===== config.mk =====
export PLATFORM = sky130hd
export DESIGN_NAME = rprop_calc
export DESIGN_NICKNAME = d
export VERILOG_FILES = /design/src/rtl/rprop_pkg.sv /design/src/rtl/rprop_calc.sv
export SDC_FILE = /design/constraint.sdc
export NUM_CORES = 2
export LEC_CHECK = 0
export BUFFER_PORTS_ARGS = -buffer_cell sky130_fd_sc_hd__buf_2
export CAP_MARGIN = 20
export CORE_MARGIN = 2
export CORE_UTILIZATION = 41
export DETAILED_ROUTE_END_ITERATION = 6
export PLACE_DENSITY_LB_ADDON = 0.3
export SETUP_SLACK_MARGIN = 0.15
export SYNTH_ARGS = -nofsm -noshare
export SYNTH_HDL_FRONTEND = slang
export SYNTH_SLANG_ARGS = --single-unit

===== constraint.sdc =====
create_clock -name vclk -period 16.1
set_input_delay 2.415 -clock vclk [all_inputs]
set_output_delay 2.415 -clock vclk [all_outputs]
set_load 0.01 [all_outputs]

===== src/rtl/rprop_pkg.sv =====
// Package for the RPROP step-size updater: widths, register indexes, reset values,
// and the sign code and store entry types shared by the store, calc and top modules.
// No dependencies.
`default_nettype none

package rprop_pkg;

    localparam int MAX_WEIGHTS = 1024;
    localparam int IDX_W       = $clog2(MAX_WEIGHTS);
    localparam int LEN_W       = 11;
    localparam int GRAD_W      = 32;
    localparam int STEP_W      = 40;
    localparam int UPD_W       = STEP_W + 1;
    localparam int ETA_W       = 18;
    localparam int ETA_FRAC    = 16;
    localparam int PROD_W      = STEP_W + ETA_W;
    localparam int SCALED_W    = PROD_W - ETA_FRAC;
    localparam int CFG_IDX_W   = 3;
    localparam int CFG_DATA_W  = STEP_W;

    // Register indexes of the configuration port.
    localparam logic [CFG_IDX_W-1:0] REG_GROW_RATE     = 3'd0;
    localparam logic [CFG_IDX_W-1:0] REG_SHRINK_RATE   = 3'd1;
    localparam logic [CFG_IDX_W-1:0] REG_MIN_STEP      = 3'd2;
    localparam logic [CFG_IDX_W-1:0] REG_MAX_STEP      = 3'd3;
    localparam logic [CFG_IDX_W-1:0] REG_INIT_STEP     = 3'd4;
    localparam logic [CFG_IDX_W-1:0] REG_VECTOR_LENGTH = 3'd5;

    localparam logic [ETA_W-1:0]  RST_GROW_RATE   = 18'd72090;
    localparam logic [ETA_W-1:0]  RST_SHRINK_RATE = 18'd58982;
    localparam logic [STEP_W-1:0] RST_MIN_STEP    = 40'd43;
    localparam logic [STEP_W-1:0] RST_MAX_STEP    = 40'd429496729600;
    localparam logic [STEP_W-1:0] RST_INIT_STEP   = 40'd429496730;
    localparam logic [IDX_W-1:0]  RST_LAST_POS    = IDX_W'(MAX_WEIGHTS - 1);

    // Rounding constant for the Q2.16 scaling: one half of the dropped bits.
    localparam logic [PROD_W-1:0] ROUND_HALF = PROD_W'(1) << (ETA_FRAC - 1);

    typedef enum logic [1:0] {
        SGN_ZERO = 2'd0,
        SGN_POS  = 2'd1,
        SGN_NEG  = 2'd2
    } t_sgn;

    // A stored previous update, kept as sign and magnitude.
    typedef struct packed {
        t_sgn              sgn;
        logic [STEP_W-1:0] mag;
    } t_entry;

    typedef struct packed {
        logic [ETA_W-1:0]  grow_rate;
        logic [ETA_W-1:0]  shrink_rate;
        logic [STEP_W-1:0] min_step;
        logic [STEP_W-1:0] max_step;
        logic [STEP_W-1:0] init_step;
        logic [IDX_W-1:0]  last_pos;
    } t_cfg;

endpackage

`default_nettype wire


===== src/rtl/rprop_calc.sv =====
// Step update of one element: sign compare, Q2.16 scaling with round half up,
// clamping, and the signed update. Depends on rprop_pkg.
`default_nettype none

module rprop_calc
    import rprop_pkg::*;
(
    input  wire t_entry             i_prev,
    input  wire t_sgn               i_grad_sgn,
    input  wire t_cfg               i_cfg,
    output t_entry                  o_entry,
    output logic signed [UPD_W-1:0] o_update
);

    logic                scale_en;
    logic [ETA_W-1:0]    eta;
    logic [PROD_W-1:0]   prod;
    logic [SCALED_W-1:0] scaled;
    logic [SCALED_W-1:0] cand;
    logic [STEP_W-1:0]   step;
    logic [UPD_W-1:0]    mag_ext;

    assign scale_en = (i_grad_sgn != SGN_ZERO) && (i_prev.sgn != SGN_ZERO);
    assign eta      = (i_grad_sgn == i_prev.sgn) ? i_cfg.grow_rate : i_cfg.shrink_rate;
    assign prod     = PROD_W'(i_prev.mag) * PROD_W'(eta) + ROUND_HALF;
    assign scaled   = prod[PROD_W-1:ETA_FRAC];
    assign cand     = scale_en ? scaled : SCALED_W'(i_prev.mag);

    // With crossed limits, the lower one wins below it and the upper one elsewhere.
    always_comb begin
        if (cand < SCALED_W'(i_cfg.min_step)) begin
            step = i_cfg.min_step;
        end else if (cand > SCALED_W'(i_cfg.max_step)) begin
            step = i_cfg.max_step;
        end else begin
            step = cand[STEP_W-1:0];
        end
    end

    assign mag_ext = UPD_W'(step);

    always_comb begin
        if (i_grad_sgn == SGN_ZERO || step == '0) begin
            o_entry.sgn = SGN_ZERO;
            o_entry.mag = '0;
        end else begin
            o_entry.sgn = i_grad_sgn;
            o_entry.mag = step;
        end
        unique case (i_grad_sgn)
            SGN_POS: o_update = mag_ext;
            SGN_NEG: o_update = -mag_ext;
            default: o_update = '0;
        endcase
    end

endmodule

`default_nettype wire


==> results.md <==
- Status: finished clean
- Core area: 70300 um^2
- WP depth: 47
- Hpwl dp: 77700 um
- Max Cap Viol: 0
- Site Rows: 97
- Final setup vio count: 0
- Most frequent CP cell: fa_1
- Final critical-path share of the clock period: a little over nine tenths
- Critical path data arrival time: between 10 and 15 ns
- Post-Route WL: ~95000 um
- Final Hold Vio Count: 0
- Setup CP Type: in2out
- Slew margin rel.: between 30% and 40%
- Sequential cells: 0
- Wire per inst: 18.6 um
- Clkbuf count: 0
- Worst Max-Slew Pin Slew: 0.997 ns
- Area Overhead vs Synth: 18.5%
- Buffer and inverter count on the worst path: 13
- Post-route ant nets: 0
- Io pins: 293
- Fillcell total: about 6800
- Worst Hold Class: in2out
- Syn. warnings: 0
- Mapped Nets: just under 5000
- First-pass DRT Iterations: 6
- Cell at the slowest stage of the critical path: fa_1
- Via-per-instance ratio: 5.32
- # port buffers: 243
- CP max stage delay: roughly 0.56 ns
- RSZ-0062 raised after global routing: true
- Average size of a mapped cell: 7.76 um^2
- Initial core utilization: 41.6%
- Initial antenna violation count: 8
- Largest net degree at the start of global routing: 80
- DR iter-0 viols: between 1500 and 2000
- Crit. End Element: output pin
- Storage element area: 0 um^2
- Remaining DRCs: 0
- Mapped Cells: 3767
- Gp weighted congestion: 0.962
- Vias: 27200
- Die Y: 271 um
- Total grt overflow: 0
- Finished Core Util: 49.3%
- Synth unique cells: 88
- Final Critical Period: 15.56 ns
- Startpoint type of the worst setup path: input pin
- Critical path required time: 13.69 ns
- First-pass GRT wire length: roughly 150000 um
- Nets: approximately 5200
- Total GRT Usage: 25.5%
- WHS Path Cells: 4
- CP max FO: 9
- Peak Freq: about 64 MHz
- Top cell family by delay on the critical path: adder cells
- Vias in the first global route: about 28000
- Layout cells sized above 1: 18.2%
- Die Span X: 271 um
- Netlist Area Pre-Place: a little under 30000 um^2
- Proportion of synthesized chip area in sequential cells: 0%
- Slew Limit Fails: 0
- Die footprint: around 73000 um^2
[kinds of logic (layout without fill, tap and decap cells)]
| family | count (synthesis) | count (layout) | synth area share [%] |
|---|---|---|---|
| and+or+nand+nor | 1288 | 1288 | 20.6 |
| other | 0 | 3 | 0 |
| xor gates and xnor gates | 57 | 57 | 1.71 |
| adders and majority gates | 855 | 855 | 52.2 |
| AOI/OAI and AO/OA | 485 | 485 | 10.8 |
| buffers and inverters | 1055 | 1453 | 13.7 |
| muxes | 27 | 29 | 1.01 |
[cells in the final DEF, fill, tap and decap left out, types with 15 or more instances in the layout]
cell type,n
o22ai_1,36
a21oi_1,113
inv_1,825
o21ai_0,83
nand4_1,49
o21a_1,17
nor3_1,31
and2_1,233
nand3_1,54
xor2_1,28
xnor2_1,27
a21o_1,21
o21ai_1,20
or3_1,15
nand2_1,676
fa_1,605
buf_2,243
o211ai_1,17
buf_12,20
nor2b_1,25
buf_4,356
nor2_1,122
ha_1,238
[synth_stat cells (29+ instances only)]
| master | instances | area share (%) |
|---|---|---|
| nor2_1 | 128 | 1.6 |
| o22ai_1 | 37 | 0.79 |
| buf_1 | 37 | 0.47 |
| and2_1 | 233 | 5.0 |
| xnor2_1 | 29 | 0.87 |
| nand2_1 | 680 | 8.7 |
| ha_1 | 247 | 11 |
| nand4_1 | 49 | 1.0 |
| o21ai_0 | 103 | 1.8 |
| inv_1 | 825 | 11 |
| a21oi_1 | 127 | 2.2 |
| fa_1 | 608 | 42 |
| clkbuf_1 | 185 | 2.4 |
| nor3_1 | 33 | 0.56 |
| nand3_1 | 56 | 0.96 |
[final timing paths]
check	startpoint	to
worst max-delay path	i_grad_sgn[1]	o_update[39]
worst min-delay path	i_cfg[102]	o_entry[12]
[cell type report]
cell class	instances	area, um^2	share of cell area [%]
well taps	940	1180	3.39
diodes	3	7.51	0.0217
repair buffers	628	4450	12.8
inverters	825	3100	8.93
multi-input cells	2714	25900	74.8
[metal layers]
layer | up-vias | GRT usage [%] | share of wire, %
met3 | 138 | 1.57 | 5.9
met5 | - | 0 | 0.030
met1 | 13700 | 33.9 | 42
met2 | 865 | 45.6 | 50
met4 | 6 | 5.28 | 2.3
li1 | 12400 | - | -
[metrics by stage]
stage | instances | cell area (um^2) | setup slack [ns] | hold slack, ns | setup TNS, ns
after floorplan | 3767 | 29200 | 0.155 | 4.97 | 0
after global placement | 5081 | 33700 | -0.154 | 5.27 | -0.949
after detailed placement | 5081 | 33700 | -0.199 | 5.27 | -1.20
after CTS | 5081 | 33800 | 0.152 | 5.28 | 0
after global routing | 5110 | 34700 | 0.0732 | 5.30 | 0
final | 5110 | 34700 | 0.542 | 5.27 | 0
[repair_timing]
action	CTS	global route
endpoints found under the hold margin	0	0
cloned	0	6
hold buffers	0	0
pin swaps	0	45
endpoints found under the setup margin	29	44
buffers inserted	0	20
gates resized for setup	12	147
Power is left out: the tool's default activity adds up to more than one toggle a clock period on the data nets, which glitch-free logic cannot reach.
