`src/rtl/rprop_pkg.sv`:
```
// Package for the RPROP step-size updater: widths, register indexes, reset values,
// and the sign code and store entry types shared by the store, calc and top modules.
// No dependencies.
`default_nettype none

package rprop_pkg;

    localparam int MAX_WEIGHTS = 1024;
    localparam int IDX_W       = $clog2(MAX_WEIGHTS);
    localparam int LEN_W       = 11;
    localparam int GRAD_W      = 32;
    localparam int STEP_W      = 40;
    localparam int UPD_W       = STEP_W + 1;
    localparam int ETA_W       = 18;
    localparam int ETA_FRAC    = 16;
    localparam int PROD_W      = STEP_W + ETA_W;
    localparam int SCALED_W    = PROD_W - ETA_FRAC;
    localparam int CFG_IDX_W   = 3;
    localparam int CFG_DATA_W  = STEP_W;

    // Register indexes of the configuration port.
    localparam logic [CFG_IDX_W-1:0] REG_GROW_RATE     = 3'd0;
    localparam logic [CFG_IDX_W-1:0] REG_SHRINK_RATE   = 3'd1;
    localparam logic [CFG_IDX_W-1:0] REG_MIN_STEP      = 3'd2;
    localparam logic [CFG_IDX_W-1:0] REG_MAX_STEP      = 3'd3;
    localparam logic [CFG_IDX_W-1:0] REG_INIT_STEP     = 3'd4;
    localparam logic [CFG_IDX_W-1:0] REG_VECTOR_LENGTH = 3'd5;

    localparam logic [ETA_W-1:0]  RST_GROW_RATE   = 18'd72090;
    localparam logic [ETA_W-1:0]  RST_SHRINK_RATE = 18'd58982;
    localparam logic [STEP_W-1:0] RST_MIN_STEP    = 40'd43;
    localparam logic [STEP_W-1:0] RST_MAX_STEP    = 40'd429496729600;
    localparam logic [STEP_W-1:0] RST_INIT_STEP   = 40'd429496730;
    localparam logic [IDX_W-1:0]  RST_LAST_POS    = IDX_W'(MAX_WEIGHTS - 1);

    // Rounding constant for the Q2.16 scaling: one half of the dropped bits.
    localparam logic [PROD_W-1:0] ROUND_HALF = PROD_W'(1) << (ETA_FRAC - 1);

    typedef enum logic [1:0] {
        SGN_ZERO = 2'd0,
        SGN_POS  = 2'd1,
        SGN_NEG  = 2'd2
    } t_sgn;

    // A stored previous update, kept as sign and magnitude.
    typedef struct packed {
        t_sgn              sgn;
        logic [STEP_W-1:0] mag;
    } t_entry;

    typedef struct packed {
        logic [ETA_W-1:0]  grow_rate;
        logic [ETA_W-1:0]  shrink_rate;
        logic [STEP_W-1:0] min_step;
        logic [STEP_W-1:0] max_step;
        logic [STEP_W-1:0] init_step;
        logic [IDX_W-1:0]  last_pos;
    } t_cfg;

endpackage

`default_nettype wire

```
`src/rtl/rprop_cfg.sv`:
```
// Configuration registers of the RPROP updater and the refill strobe raised
// by a vector length write. Depends on rprop_pkg.
`default_nettype none

module rprop_cfg
    import rprop_pkg::*;
(
    input  wire logic                  i_clk,
    input  wire logic                  i_rst_n,
    input  wire logic                  i_cfg_we,
    input  wire logic [CFG_IDX_W-1:0]  i_cfg_idx,
    input  wire logic [CFG_DATA_W-1:0] i_cfg_data,
    output t_cfg                       o_cfg,
    output logic                       o_refill
);

    t_cfg             r_cfg;
    logic [LEN_W-1:0] vlen;
    logic [IDX_W-1:0] n_last_pos;

    assign vlen = i_cfg_data[LEN_W-1:0];

    // A length of zero acts as one, and a length past the store acts as its depth.
    always_comb begin
        if (vlen == '0) begin
            n_last_pos = '0;
        end else if (vlen > LEN_W'(MAX_WEIGHTS)) begin
            n_last_pos = IDX_W'(MAX_WEIGHTS - 1);
        end else begin
            n_last_pos = IDX_W'(vlen - LEN_W'(1));
        end
    end

    always_ff @(posedge i_clk) begin
        if (!i_rst_n) begin
            r_cfg.grow_rate   <= RST_GROW_RATE;
            r_cfg.shrink_rate <= RST_SHRINK_RATE;
            r_cfg.min_step    <= RST_MIN_STEP;
            r_cfg.max_step    <= RST_MAX_STEP;
            r_cfg.init_step   <= RST_INIT_STEP;
            r_cfg.last_pos    <= RST_LAST_POS;
        end else if (i_cfg_we) begin
            unique case (i_cfg_idx)
                REG_GROW_RATE:     r_cfg.grow_rate   <= i_cfg_data[ETA_W-1:0];
                REG_SHRINK_RATE:   r_cfg.shrink_rate <= i_cfg_data[ETA_W-1:0];
                REG_MIN_STEP:      r_cfg.min_step    <= i_cfg_data[STEP_W-1:0];
                REG_MAX_STEP:      r_cfg.max_step    <= i_cfg_data[STEP_W-1:0];
                REG_INIT_STEP:     r_cfg.init_step   <= i_cfg_data[STEP_W-1:0];
                REG_VECTOR_LENGTH: r_cfg.last_pos    <= n_last_pos;
                default: ;
            endcase
        end
    end

    assign o_cfg    = r_cfg;
    assign o_refill = i_cfg_we && (i_cfg_idx == REG_VECTOR_LENGTH);

endmodule

`default_nettype wire

```
`config.mk`:
```
export PLATFORM = sky130hd
export DESIGN_NAME = rprop_cfg
export DESIGN_NICKNAME = d
export VERILOG_FILES = /design/src/rtl/rprop_pkg.sv /design/src/rtl/rprop_cfg.sv
export SDC_FILE = /design/constraint.sdc
export NUM_CORES = 1
export LEC_CHECK = 0
export BUFFER_PORTS_ARGS = -buffer_cell sky130_fd_sc_hd__buf_4
export CORE_MARGIN = 1
export CORE_UTILIZATION = 54
export DETAILED_ROUTE_END_ITERATION = 10
export GPL_TIMING_DRIVEN = 0
export PLACE_DENSITY = 0.85
export RECOVER_POWER = 25
export SKIP_LAST_GASP = 1
export SLEW_MARGIN = 20
export SYNTH_ARGS = -nofsm -noshare
export SYNTH_HDL_FRONTEND = slang
export SYNTH_SLANG_ARGS = --single-unit
```
`constraint.sdc`:
```
create_clock -name i_clk -period 2.95 [get_ports i_clk]
set_input_delay 0.4425 -clock i_clk [delete_from_list [all_inputs] [get_ports i_clk]]
set_output_delay 0.4425 -clock i_clk [all_outputs]
set_load 0.05 [all_outputs]
```
==> flow_summary_export.csv <==
group,metric,value,unit
synthesis,synth_area_leaders,"dfxtp_1 (53%), nand2_1 (19%), a21boi_0 (14%)",
global_routing,grt_use_total,0.334,
setup_path,path_max_fanout,7,
place,dp_hpwl,14000,microns
synthesis,yosys_most_used_dff,"dfxtp_1",
synthesis,syn_inst,762,
routing,vias,6162,
clock_network,cts_root_buf,"clkbuf_16",
global_routing,gr-usage-met3,0.114,
run,maxCapViolations,0,
sta,fin_skew,0,ns
floorplan,die_area,0.0120,sq mm
outcome,outcome,"completed",
sta,rsz0062_at_grt,"no",
setup_path,r2r-end,"o_cfg[79]$_SDFFE_PN0P_",
cells_and_area,nNetsFinal,1031,
setup_path,worst_ep_arrival_time,2.40,ns
power,p_per_area,632,mW/mm^2
global_routing,grt_max_degree,17,
clock_network,numCtsBuffers,17,
setup_path,r2r-start,"o_cfg[79]$_SDFFE_PN0P_",
routing,dr.first_iter.drc_count,410,
floorplan,die_w,109,microns
clock_network,clk_latency,0.42,ns
place,numPortBuffers,203,
clock_network,clk_pin_slew,0.07,ns
clock_network,postCtsHoldBufs,0,
global_routing,grt_antenna_before_repair,0,
synthesis,yosysWarnings,0,
sta,fin_crit_sh,0.723,
setup_path,worstPathRequired,3.22,ns
setup_path,reg2reg_depth,2,
power,total_power,0.00522,W
place,gp_congestion,0.846,
power,leakage,3.30,nW
floorplan,row_count,38,
synthesis,yosysTopAreaCellShare,0.534,
floorplan,core-area,0.0110,sq mm
cells_and_area,syn_to_final_growth,32.5,%
clock_network,ctsResizeCount,0,
routing,drt_first_pass_iters,6,
clock_network,cts_max_level,4,
min_path,min-delay-start,"i_cfg_data[20]",
sta,drv_slew,0,
cells_and_area,largest_reg_flops,166,
synthesis,synth_most_common_cell,"nand2_1",
floorplan,die_h,109,microns
synthesis,synth-edff-count,0,
clock_network,post_cts_buffers,0,
cells_and_area,regArea,0.00332,sq mm
min_path,hold_depth,3,
power,ir_drop,473,uV
sta,fmax,469,MHz
synthesis,syn_nets,809,
setup_path,r2r_slack,2.25,ns
routing,wl_per_cell,17.5,microns
cells_and_area,antennaDiodeCount,0,
synthesis,syn_area,0.00623,sq mm
routing,wirelength,19800,microns
synthesis,synth-async-reset-ratio,0,
synthesis,yosysTopAreaCell,"dfxtp_1",
global_routing,grt.met2_usage,0.566,
cells_and_area,fillCellCount,946,
sta,hold_viol,0,
synthesis,synth_cell_types,28,
setup_path,critPathLaunchType,"input pin",
routing,postRouteAntennaNets,0,
synthesis,ys_seq_elements,166,
sta,max_slew_margin,0.318,
setup_path,endpoint_kind,"flop",
min_path,worstHoldPathType,"in2reg",
sta,fin_tns_setup,0,ns
sta,fin_crit,2.13,ns
synthesis,netlist_top_cells_count,"nand2_1 (321), dfxtp_1 (166), a21boi_0 (117)",
global_routing,grt_pass1_vias,5722,
floorplan,initial_core_util,0.565,
synthesis,synth_seq_area_share,0.534,
cells_and_area,drive_gt1_frac,0.162,
floorplan,ios,213,
global_routing,grt_pass1_wl,29900,microns
sta,fin_ws,0.818,ns
global_routing,grt-ovfl-total,0,
global_routing,grt_use_met1,0.395,
min_path,holdPathEnd,"o_cfg[30]$_SDFFE_PN1P_",
routing,via_per_inst,5.43,
sta,tightest_slew,1.02,ns
sta,setup_violations,0,
place,pre_cts_ws,0.454,ns
routing,drc,0,
global_routing,top_usage_layer,"met2",
cells_and_area,multi_input_comb_area,0.00265,sq mm
synthesis,syn_area_per_cell,8.17,sq um
clock_network,cts_sinks,166,
clock_network,clk_path_buf_depth,2,
setup_path,critPathKind,"in2reg",
clock_network,cts_tree,"done",
cells by family (layout without fill, tap and decap cells):
group / Yosys count / after routing / synth area share
AOI/OAI and AO/OA: 140 / 140 / 0.168
xor gates and xnor gates: 2 / 2 / 0.00281
adders and majority gates: 1 / 1 / 0.00201
buffers and inverters: 64 / 297 / 0.0414
DFF: 166 / 166 / 0.534
and+or+nand+nor: 389 / 389 / 0.252
critical path, cell delays in order:
cell	delay (ns)
buf_4	0.14
inv_1	0.17
ha_1	0.26
or4b_1	0.44
buf_2	0.17
o31a_1	0.37
o31ai_1	0.28
nand3_1	0.13
placed cells by master (no fill, tap or decap), drive strengths merged, types with 2 or more instances in the layout:
master and n:
clkinvlp 3, o21ai 5, nor4 2, nor2b 2
a21boi 117, nor3b 2, buf 134, clkinv 2
o31a 4, o211ai 5, nand2b 2, nand2 321
dfxtp 166, inv 4, nor2 4, nand3 46
xor2 2, o21a 2, bufinv 4, o31ai 6
nor3 4, or4 2, clkbuf 150
layer usage:
metal | vias to the layer above | share of wire
met5 | - | 0
met4 | 0 | 0.018
met3 | 29 | 0.10
met2 | 315 | 0.48
met1 | 2893 | 0.40
li1 | 2925 | -
how the worst max path moves through the flow:
| stage | start | endpoint | slack (ns) |
|---|---|---|---|
| floorplan | i_cfg_data[1] | o_cfg[9]$_SDFFE_PN1P_ | 0.87 |
| global placement | i_cfg_data[1] | o_cfg[9]$_SDFFE_PN1P_ | 0.48 |
| detailed placement | i_cfg_data[1] | o_cfg[9]$_SDFFE_PN1P_ | 0.45 |
| CTS | i_cfg_data[1] | o_cfg[9]$_SDFFE_PN1P_ | 0.86 |
| global route | i_cfg_data[1] | o_cfg[9]$_SDFFE_PN1P_ | 0.71 |
| finish | i_cfg_data[1] | o_cfg[9]$_SDFFE_PN1P_ | 0.82 |
final cells by class:
cell class | instances | area share
Buffer | 60 | 0.0294
Clock buffer | 21 | 0.0546
Tap cell | 140 | 0.0212
Clock inverter | 9 | 0.0185
Multi-Input combinational cell | 532 | 0.321
Sequential cell | 166 | 0.403
Timing Repair Buffer | 203 | 0.151
Inverter | 4 | 0.00182
where the power goes:
group	internal, W	total [W]	switching [W]
Clock	0.00143	0.00231	0.000885
Combinational	0.000161	0.000575	0.000415
Sequential	0.00230	0.00233	0.0000316
per-stage QoR:
stage               hold WS (ns)  area [sq um]   util  std cells
global placement           0.450          7930  0.719       1105
CTS                        0.252          8530  0.773       1135
global route               0.260          8250  0.748       1135
detailed placement         0.457          7930  0.719       1105
floorplan                  0.566          6230      -        762
finish                     0.258          8250  0.748       1135
(Power assumes the default switching activity.)
